### src/rtl/brr_pkg.sv
// ----------------------------------------------------------------------------
// brr_pkg
// Shared types, widths and codes of the bilinear RGB resize core.
// ----------------------------------------------------------------------------
package brr_pkg;

  localparam int MAX_SRC_WIDTH_DEF  = 512;
  localparam int MAX_SRC_HEIGHT_DEF = 512;
  localparam int CHANNELS           = 3;

  localparam int COORD_W = 12;
  localparam int SIZE_W  = 10;
  localparam int STEP_W  = 24;
  localparam int CHAN_W  = 8;
  localparam int FRAC_W  = 8;
  localparam int PIXEL_W = CHANNELS * CHAN_W;
  localparam int PROD_W  = COORD_W + 1 + STEP_W;
  localparam int CFG_IDX_W  = 2;
  localparam int CFG_DATA_W = 24;

  localparam logic [SIZE_W-1:0] SIZE_RESET = SIZE_W'(512);
  localparam logic [STEP_W-1:0] STEP_RESET = STEP_W'(65536);

  typedef enum logic {
    CMD_STORE  = 1'b0,
    CMD_SAMPLE = 1'b1
  } cmd_e;

  typedef enum logic [CFG_IDX_W-1:0] {
    REG_SOURCE_WIDTH  = 2'd0,
    REG_SOURCE_HEIGHT = 2'd1,
    REG_STEP_X        = 2'd2,
    REG_STEP_Y        = 2'd3
  } cfg_reg_e;

  typedef struct packed {
    logic [COORD_W-1:0] p0;
    logic [COORD_W-1:0] p1;
    logic [FRAC_W-1:0]  frac;
  } loc_t;

endpackage

### src/rtl/brr_blend.sv
// ----------------------------------------------------------------------------
// brr_blend
// Two-stage per-channel blend: horizontal rows, then vertical mix.
// ----------------------------------------------------------------------------
module brr_blend (
  input  logic                         clk,
  input  logic                         en,
  input  logic [brr_pkg::PIXEL_W-1:0]  p00,
  input  logic [brr_pkg::PIXEL_W-1:0]  p10,
  input  logic [brr_pkg::PIXEL_W-1:0]  p01,
  input  logic [brr_pkg::PIXEL_W-1:0]  p11,
  input  logic [brr_pkg::FRAC_W-1:0]   fx,
  input  logic [brr_pkg::FRAC_W-1:0]   fy,
  output logic [brr_pkg::PIXEL_W-1:0]  pixel
);
  import brr_pkg::*;

  logic [FRAC_W:0]   wx;
  logic [FRAC_W:0]   wy;
  logic [15:0]       row_top [CHANNELS];
  logic [15:0]       row_bot [CHANNELS];
  logic [FRAC_W-1:0] fy_q;

  assign wx = 9'd256 - {1'b0, fx};
  assign wy = 9'd256 - {1'b0, fy_q};

  always_ff @(posedge clk) begin
    if (en) begin
      fy_q <= fy;
      for (int c = 0; c < CHANNELS; c++) begin
        row_top[c] <= {8'b0, p00[c*CHAN_W +: CHAN_W]} * {7'b0, wx}
                    + {8'b0, p10[c*CHAN_W +: CHAN_W]} * {8'b0, fx};
        row_bot[c] <= {8'b0, p01[c*CHAN_W +: CHAN_W]} * {7'b0, wx}
                    + {8'b0, p11[c*CHAN_W +: CHAN_W]} * {8'b0, fx};
      end
    end
  end

  always_ff @(posedge clk) begin
    if (en) begin
      for (int c = 0; c < CHANNELS; c++) begin
        pixel[c*CHAN_W +: CHAN_W] <= 8'(({8'b0, row_top[c]} * {15'b0, wy}
                                     + {8'b0, row_bot[c]} * {16'b0, fy_q}) >> 16);
      end
    end
  end

endmodule

### config.mk
export PLATFORM = sky130hd
export DESIGN_NAME = brr_blend
export DESIGN_NICKNAME = d
export VERILOG_FILES = /design/src/rtl/brr_pkg.sv /design/src/rtl/brr_blend.sv
export SDC_FILE = /design/constraint.sdc
export NUM_CORES = 2
export LEC_CHECK = 0
export ABC_AREA = 1
export BUFFER_PORTS_ARGS = -buffer_cell sky130_fd_sc_hd__buf_4
export CORE_UTILIZATION = 49
export DETAILED_ROUTE_END_ITERATION = 10
export PLACE_DENSITY = 0.75
export SLEW_MARGIN = 5
export SYNTH_ARGS = -nofsm -noshare
export SYNTH_HDL_FRONTEND = slang
export SYNTH_SLANG_ARGS = --single-unit
### constraint.sdc
create_clock -name clk -period 9.55 [get_ports clk]
set_input_delay 1.4325 -clock clk [delete_from_list [all_inputs] [get_ports clk]]
set_output_delay 1.4325 -clock clk [all_outputs]
set_load 0.05 [all_outputs]
==> summary.txt <==
Route
  – DRC violations left: 0
  – Vias: 45,804
  – Initial DRC Count: 3,813
  – Final ANT Viol Nets: 0
  – Vias per std cell: 5.00
  – 1st-pass router iterations: 6
  – Routed WL: 153,000 um
  – Routed len/inst: 16.7 um

Global routing
  – Largest net degree at the start of global routing: 71
  – Initial antenna violation count: 5
  – Number of global-route vias before repair: 48,200
  – Global route overflow: 0
  – Tot GR Track Use: 26.2%
  – Global-route wire length before repair: 250,000 um

Clocking
  – Worst-path clk slew: 0.06 ns
  – Hold_buf cts: 0
  – Total CTS buffers: 17
  – CTS tree: yes
  – CTS sink count: 128
  – Total setup buffers inserted after CTS: 0
  – Root buffer cell: clkbuf_16
  – H-tree levels: 4
  – Post-CTS Resized: 0
  – CTS max path bufs: 2
  – Clk_lat worst skew: 0.50 ns

Place
  – Post-placement worst setup slack: 1.23 ns
  – Buffers added on ports: 137
  – Final Wtd Congestion: 0.944
  – Hpwl dp: 129,000 um

Worst setup path
  – Reg2Reg Depth: 30
  – R2r endpoint: pixel[7]$_DFFE_PP_
  – WP data arrival: 8.27 ns
  – Setup slack, reg-to-reg: 1.50 ns
  – Worst setup path startpoint: fy_q[1]$_DFFE_PP_
  – Most frequent CP cell: fa_1
  – CP Class: register to register
  – Critical R2R Launch: fy_q[1]$_DFFE_PP_
  – Worst EP required: 9.77 ns
  – Worst-path maximum fanout: 40
  – Max stage delay on crit path: 0.85 ns
  – Startpoint types: register
  – Setup crit end kind: register
  – Crit path to: pixel[7]$_DFFE_PP_
  – Worst path slowest cell: edfxtp_1

STA
  – Slew Viols, Final: 0
  – Final setup viols: 0
  – Setup TNS: 0 ns
  – Hold_ws: 1.12 ns
  – Final worst path period share: 84.3%
  – Final Hold Vio Count: 0
  – Post-Route Skew: 0.0129 ns
  – Relative slew slack: 20.3%
  – Tmin final: 8.05 ns
  – RSZ-0062 raised after global routing: no
  – Setup ws final: 1.50 ns
  – Slew @ Worst Pin: 1.19 ns
  – Fmax: 0.124 GHz

Synth
  – Yosys warns: 0
  – Cell variety after synth: 36
  – Post-synthesis sequential area ratio: 6.49%
  – Mapped Nets: 9,594
  – FF+latch count, synth: 128
  – Synth Cell Area: 59,300 sq um
  – Post-Syn Instances: 7,615
  – Syn_area_per_cell: 7.78 sq um

Cells and area
  – Post-synthesis to final-layout area growth: 4.64%
  – Commonest non-fill, non-tap cell in the layout: inv_1
  – # fillers: 11,248
  – Post-layout nets: 9,512
  – Most frequent cells in the layout: inv_1, nand2_1, fa_1
  – Area of the multi-input gates: 44,600 sq um
  – Register Area: 3840 sq um
  – Share of cells above drive strength 1: 3.27%

Floorplanning
  – FP Rows: 127
  – Core Area: 120,000 sq um
  – IO Count: 138
  – Initial core utilization: 49.4%
  – Die area: 122,000 sq um
  – Die width: 350 um
  – Chip height: 350 um

Outcome
  – Status: finished, final reports clean

Job
  – Max-cap violation count: 0

Hold path
  – Hold Path Class: primary input to register
  – Hold Path Stages: 1
-- Yosys cell counts --
cell | number | area share, %
a21boi_0 | 3 | 0.038
nand2_2 | 2 | 0.021
or2_1 | 2 | 0.021
a21o_1 | 12 | 0.15
o21ai_0 | 59 | 0.50
a31oi_1 | 13 | 0.14
buf_1 | 25 | 0.16
fa_1 | 1266 | 43
or2_2 | 4 | 0.042
nor4_1 | 1 | 0.011
o21bai_1 | 14 | 0.18
o21ai_1 | 1 | 0.0084
nand4_1 | 31 | 0.33
nor3b_1 | 1 | 0.013
or3_1 | 1 | 0.011
inv_1 | 2523 | 16
inv_4 | 1 | 0.011
nor2_4 | 2 | 0.038
nor2_2 | 9 | 0.095
clkbuf_2 | 113 | 0.95
xnor2_1 | 37 | 0.55
xor2_1 | 78 | 1.2
a21oi_1 | 116 | 0.98
clkbuf_1 | 128 | 0.81
buf_2 | 19 | 0.16
ha_1 | 599 | 13
nor3_1 | 17 | 0.14
and2_1 | 6 | 0.063
edfxtp_1 | 128 | 6.5
buf_6 | 4 | 0.076
nand3_1 | 118 | 1.0
inv_2 | 7 | 0.044
nand3b_1 | 2 | 0.025
nor2_1 | 449 | 2.8
nand2_1 | 1822 | 12
o21a_1 | 2 | 0.025
-- per-stage QoR --
stage	cells	utilization (%)	instance area, sq um
after global placement	9126	51.2	61400
final	9163	51.7	62000
after CTS	9158	51.7	62000
after floorplan	7615	-	59300
after global routing	9163	51.7	62000
after detailed placement	9126	51.2	61400
-- area by class of cell --
| type | instances | area share (%) |
|---|---|---|
| diodes | 5 | 0.0202 |
| clock buffers | 17 | 0.686 |
| clock inverters | 15 | 0.220 |
| inverters | 2531 | 15.3 |
| multi-input cells | 4667 | 72.0 |
| flip-flops and latches | 128 | 6.20 |
| well taps | 1612 | 3.25 |
| repair buffers | 188 | 2.30 |
-- worst min path at each step --
stage	start	end	slack, ns
floorplan	row_top[0][15]$_DFFE_PP_	pixel[7]$_DFFE_PP_	0.80
global placement	row_top[0][15]$_DFFE_PP_	pixel[7]$_DFFE_PP_	1.13
detailed placement	row_top[0][15]$_DFFE_PP_	pixel[7]$_DFFE_PP_	1.15
CTS	fy[0]	fy_q[0]$_DFFE_PP_	1.08
global route	fy[0]	fy_q[0]$_DFFE_PP_	1.11
finish	fy[7]	fy_q[7]$_DFFE_PP_	1.12
-- flip-flops by register name (all words and copies together), names as in the netlist --
signal / cells
row_bot: 48
fy_q: 8
pixel: 24
row_top: 48
-- worst max-delay path, delay by kind of cell (launching register included) --
family	cells	cell delay, ns
flops	1	0.85
buf+inv	7	0.90
fa+ha+maj	8	3.60
simple gates	15	2.37
-- layer usage --
| layer | routed length [um] | vias up | GRT usage (%) |
|---|---|---|---|
| met4 | 6330 | 0 | 10.7 |
| met5 | 0 | - | 0 |
| met3 | 13000 | 311 | 3.70 |
| li1 | - | 21105 | - |
| met2 | 71800 | 1932 | 43.2 |
| met1 | 61800 | 22456 | 34.6 |
-- cell families after synthesis --
kind of cell,share of synthesized area (%)
and+or+nand+nor,16.2
AOI/OAI and AO/OA,2.02
buffers and inverters,18.2
DFF,6.49
adders and majority gates,55.4
xor gates and xnor gates,1.70
Power is left out: the tool's default activity adds up to more than one toggle a clock period on the data nets, which glitch-free logic cannot reach.
