--- src/rtl/brr_pkg.sv ---
// ----------------------------------------------------------------------------
// brr_pkg
// Shared types, widths and codes of the bilinear RGB resize core.
// ----------------------------------------------------------------------------
package brr_pkg;

  localparam int MAX_SRC_WIDTH_DEF  = 512;
  localparam int MAX_SRC_HEIGHT_DEF = 512;
  localparam int CHANNELS           = 3;

  localparam int COORD_W = 12;
  localparam int SIZE_W  = 10;
  localparam int STEP_W  = 24;
  localparam int CHAN_W  = 8;
  localparam int FRAC_W  = 8;
  localparam int PIXEL_W = CHANNELS * CHAN_W;
  localparam int PROD_W  = COORD_W + 1 + STEP_W;
  localparam int CFG_IDX_W  = 2;
  localparam int CFG_DATA_W = 24;

  localparam logic [SIZE_W-1:0] SIZE_RESET = SIZE_W'(512);
  localparam logic [STEP_W-1:0] STEP_RESET = STEP_W'(65536);

  typedef enum logic {
    CMD_STORE  = 1'b0,
    CMD_SAMPLE = 1'b1
  } cmd_e;

  typedef enum logic [CFG_IDX_W-1:0] {
    REG_SOURCE_WIDTH  = 2'd0,
    REG_SOURCE_HEIGHT = 2'd1,
    REG_STEP_X        = 2'd2,
    REG_STEP_Y        = 2'd3
  } cfg_reg_e;

  typedef struct packed {
    logic [COORD_W-1:0] p0;
    logic [COORD_W-1:0] p1;
    logic [FRAC_W-1:0]  frac;
  } loc_t;

endpackage

--- src/rtl/brr_locate.sv ---
// ----------------------------------------------------------------------------
// brr_locate
// Two-stage source coordinate unit: half-pixel product, then clamp and split.
// ----------------------------------------------------------------------------
module brr_locate (
  input  logic                         clk,
  input  logic                         en,
  input  logic [brr_pkg::COORD_W-1:0]  pos,
  input  logic [brr_pkg::STEP_W-1:0]   step,
  input  logic [brr_pkg::COORD_W-1:0]  size_m1,
  output brr_pkg::loc_t                loc
);
  import brr_pkg::*;

  logic [PROD_W-1:0]  prod;
  logic [PROD_W-1:0]  diff;
  logic [PROD_W-2:0]  spos;
  logic [PROD_W-2:0]  lim;
  logic [PROD_W-2:0]  clamped;
  logic [COORD_W-1:0] p0;

  always_ff @(posedge clk) begin
    if (en) begin
      prod <= PROD_W'({pos, 1'b1}) * PROD_W'(step);
    end
  end

  always_comb begin
    diff    = prod - PROD_W'(65536);
    spos    = (prod >= PROD_W'(65536)) ? diff[PROD_W-1:1] : '0;
    lim     = (PROD_W-1)'({size_m1, 16'b0});
    clamped = (spos > lim) ? lim : spos;
    p0      = clamped[16 +: COORD_W];
  end

  always_ff @(posedge clk) begin
    if (en) begin
      loc.p0   <= p0;
      loc.p1   <= (p0 < size_m1) ? p0 + COORD_W'(1) : size_m1;
      loc.frac <= clamped[15:8];
    end
  end

endmodule

--- config.mk ---
export PLATFORM = sky130hd
export DESIGN_NAME = brr_locate
export DESIGN_NICKNAME = d
export VERILOG_FILES = /design/src/rtl/brr_pkg.sv /design/src/rtl/brr_locate.sv
export SDC_FILE = /design/constraint.sdc
export NUM_CORES = 1
export LEC_CHECK = 0
export BUFFER_PORTS_ARGS = -buffer_cell sky130_fd_sc_hd__buf_4
export CAP_MARGIN = 20
export CORE_MARGIN = 8
export CORE_UTILIZATION = 61
export CTS_BUF_LIST = sky130_fd_sc_hd__clkbuf_4 sky130_fd_sc_hd__clkbuf_8
export DETAILED_ROUTE_END_ITERATION = 10
export GPL_TIMING_DRIVEN = 0
export PLACE_DENSITY = 0.85
export REMOVE_ABC_BUFFERS = 1
export SYNTH_ARGS = -nofsm -noshare
export SYNTH_HDL_FRONTEND = slang
export SYNTH_SLANG_ARGS = --single-unit
--- constraint.sdc ---
create_clock -name clk -period 17.57 [get_ports clk]
set_input_delay 2.6355 -clock clk [delete_from_list [all_inputs] [get_ports clk]]
set_output_delay 2.6355 -clock clk [all_outputs]
set_load 0.02 [all_outputs]
==> impl_metrics.toml <==
[power]
combPwrFrac_pct = 82.3
switching_power_w = 0.00140
power_density_mw_per_mm2 = 198
cellLeakagePower_nw = 6.79
cellInternalPower_w = 0.00139
switching_share_pct = 50.1
share_clk_of_total_power_pct = 4.0
sequential_share_of_power_pct = 13.7
vdd_ir_drop_max_v = 0.000171

[global_route]
grt_usage_pct = 23.5
grt_start_max_net_pins = 70
vias_in_the_first_global_route = 10700
globalRouteOverflowTotal = 0
antenna_found_initial = 0
grt_pass1_wl_um = 50400

[timing]
worst_pin_slew_ps = 1080
drv_slew = 0
setup_violations = 0
clock.fmax_ghz = 0.121
rsz0062_at_grt = "no"
slew_headroom_pct = 27.4
max_clock_skew_ps = 13.1
finalSetupTns_ps = 0
finalCritPeriodShare_pct = 47.0
hold_viol_final = 0
post-route-min-period_ps = 8270

[floorplanning]
dieArea_mm2 = 0.0266
floorplan.initialDensity_pct = 61.3
placement_rows = 54
die_w_um = 163
core_mm2 = 0.0216
floorplan.io_pins = 82
die_outline_height_um = 163

[route]
final_antenna_net_count = 0
drt-total-wl_um = 29500
mean_routed_wirelength_per_cell_um = 17.4
remaining_drc_errors = 0
drt-vias-per-instance = 5.79
drt_first_iter_violations = 632
first_pass_iters = 5
vias_after_detailed_routing = 9818

[worst_setup_path]
cp-end-kind = "flip-flop"
cp.buffers_inverters = 4
number_of_cells_on_the_worst_reg_to_reg_path = 20
critical_path.top_delay_family = "adder cells"
r2r_end = "loc[11]"
critPathMostFrequentCell = "sky130_fd_sc_hd__fa_1"
timing.critical_path.slowest_stage_cell = "sky130_fd_sc_hd__a2111oi_0"
worstReg2RegStart = "prod[21]"
cpPeakStageDelay_ps = 700
critical_path.max_fanout = 24
worst-endpoint-required_ps = 17670
critPathKind = "input port to flip-flop"
sort_of_element_at_the_start_of_the_critical_path = "input port"
crit_path_cell_trace = "buf_4 > nand2_1 > fa_1 > inv_1 > fa_1 > fa_1 > inv_1 > fa_1 > inv_1 > fa_1 > ha_1 > a2111oi_0 > nor2b_1 > o21ai_0 > a21o_1 > a21oi_1 > o21ai_0 > a221oi_1 > xnor2_1"
reg2reg_slack_ps = 10620
worst_ep_arrival_time_ps = 8370

[synth]
synth_area_per_cell_um2 = 9.61
synth.ff_latch_count = 69
synth.area.top_cells = "sky130_fd_sc_hd__fa_1 37%, sky130_fd_sc_hd__edfxtp_1 16%, sky130_fd_sc_hd__ha_1 10%"
synth-edff-count = 69
postSynth.asyncResetShare_pct = 0
syn_inst = 1374
synth.yosys.seq_area_share_pct = 15.7
netlist.area_leader.share_pct = 36.7
synth-warning-count = 0
main_synth_ff_type = "sky130_fd_sc_hd__edfxtp_1"
synth.cell_area_mm2 = 0.0132
post-synth-top-area-cell = "sky130_fd_sc_hd__fa_1"
synth.lib_cells_used.distinct = 60

[clocking]
h-tree-depth = 3
hold_fix_buffers_at_cts = 0
clock_path_buffers = 2
master_cell_of_the_clock_root_buffer = "sky130_fd_sc_hd__clkbuf_8"
cts_tree = "done"
clock_input_transition_at_the_sequential_cells_of_the_worst_setup_and_hold_paths_ps = 80
postCtsSetupRepairBufs = 0
post_cts_resize_count = 0
worstSkewPairLatency_ps = 360
cts_buffers = 9
clkSinkCount = 69

[worst_hold_path]
hold-path-endpoint = "loc[6]"
hold_path_startpoint = "prod[15]"
worst_hold_path_type = "flip-flop to flip-flop"
worst_hold_stages = 1

[final_layout]
drive_above_1_share_pct = 8.90
net_count_reported_at_finish = 1811
antenna_fix_cells = 0
sequential_cell_area_mm2 = 0.00207
final_cell_count_no_fill = 1696
nFillCells = 1697
multiInputGateArea_mm2 = 0.00995
area_delta_synth_final_pct = 6.83

[place]
placed_cells = 1680
dpl_wire_length_um = 23500
gp_congestion = 0.906
io_buffer_count = 81

[status]
run_status = "finished clean"

[job]
max_cap_viol_count = 0
cells in the mapped netlist (all sizes together), types with 4 or more instances:
cell type	count
and3	7
and2	104
o21a	10
mux2i	12
or2	4
a21oi	37
nor4	11
o31ai	8
clkbuf	52
or4	4
o2111ai	4
nor2	35
inv	246
a211oi	5
nand2	215
ha	108
nand2b	6
o21ai	33
xor2	16
edfxtp	69
fa	242
a21o	22
nand4	7
xnor2	34
nor3	15
o21bai	5
nand3	11
buf	5
mux2	10
o211ai	5
power by group through the flow:
| stage | clock (W) | sequential (W) | combinational (W) |
|---|---|---|---|
| floorplan | 0 | 0.000384 | 0.00174 |
| global placement | 0 | 0.000384 | 0.00217 |
| detailed placement | 0 | 0.000387 | 0.00227 |
| CTS | 0.000114 | 0.000383 | 0.00229 |
| global route | 0.000122 | 0.000390 | 0.00258 |
| finish | 0.000112 | 0.000384 | 0.00230 |
metrics by stage:
step           worst slack, ps  instance area [um^2]  hold WS [ps]  total power (W)  utilization (%)
3_3_place_gp              9000                 13900           551          0.00256             64.5
5_1_grt                   9010                 14100           579          0.00310             65.4
2_1_floorplan             9850                 12900           525          0.00212                -
3_5_place_dp              8900                 13900           546          0.00265             64.6
4_1_cts                   9280                 14100           555          0.00278             65.4
6_report                  9300                 14100           554          0.00279             65.4
final cells by class:
class                      instances  area share (%)
multi-input combinational       1002            70.6
clock inverter                     7           0.346
tap                              280            2.48
inverter                         246            6.55
timing repair buffer              83            4.47
clock buffer                       9           0.878
sequential                        69            14.7
per-layer routing:
metal,up-vias,wire (um),GRT usage [%]
met5,-,0,0
met4,0,748,8.55
met3,74,2300,3.86
met2,393,14900,40.8
met1,4942,11600,29.0
li1,4409,-,-
flip-flops by register name, indices dropped and copies added (netlist names):
| register | count |
|---|---|
| prod | 37 |
| loc | 32 |
kinds of logic after synthesis:
| family | Yosys count | share of synthesized area, % |
|---|---|---|
| fa+ha+maj | 350 | 46.9 |
| buf+inv | 303 | 8.90 |
| compound gates | 149 | 7.60 |
| flops | 69 | 15.7 |
| simple gates | 431 | 15.8 |
| mux | 22 | 1.79 |
| xor+xnor | 50 | 3.32 |
worst max-delay path by stage:
stage / endpoint / startpoint / cells after the start / slack (ps)
global route: prod[35] / pos[0] / 19 / 9010
detailed placement: prod[35] / pos[0] / 19 / 8900
CTS: prod[35] / pos[0] / 19 / 9280
floorplan: prod[35] / step[7] / 17 / 9850
global placement: prod[35] / pos[0] / 19 / 9000
finish: prod[35] / pos[0] / 19 / 9300
placed cells by master, fill, tap and decap left out, drive strengths merged, types with 4 or more instances in the layout:
cell type / n
clkbuf: 9
o2111ai: 4
a21o: 22
or4: 4
o31ai: 8
nand2b: 6
mux2i: 12
or2: 4
inv: 248
and3: 7
o21bai: 5
o21ai: 33
nand3: 11
mux2: 10
a21oi: 37
nor3: 15
o21a: 10
xnor2: 34
o211ai: 5
edfxtp: 69
nand2: 215
nand4: 7
nor2: 35
clkinv: 5
a211oi: 5
nor4: 11
ha: 108
fa: 242
and2: 104
xor2: 16
buf: 83
worst reg2reg max path: cells and delay by family, from the launching register on:
family | cells | cell delay (ps)
and+or+nand+nor | 7 | 2130
adders and majority gates | 2 | 650
DFF | 1 | 480
muxes | 2 | 840
AOI/OAI and AO/OA | 9 | 2630
(Power assumes the default switching activity.)
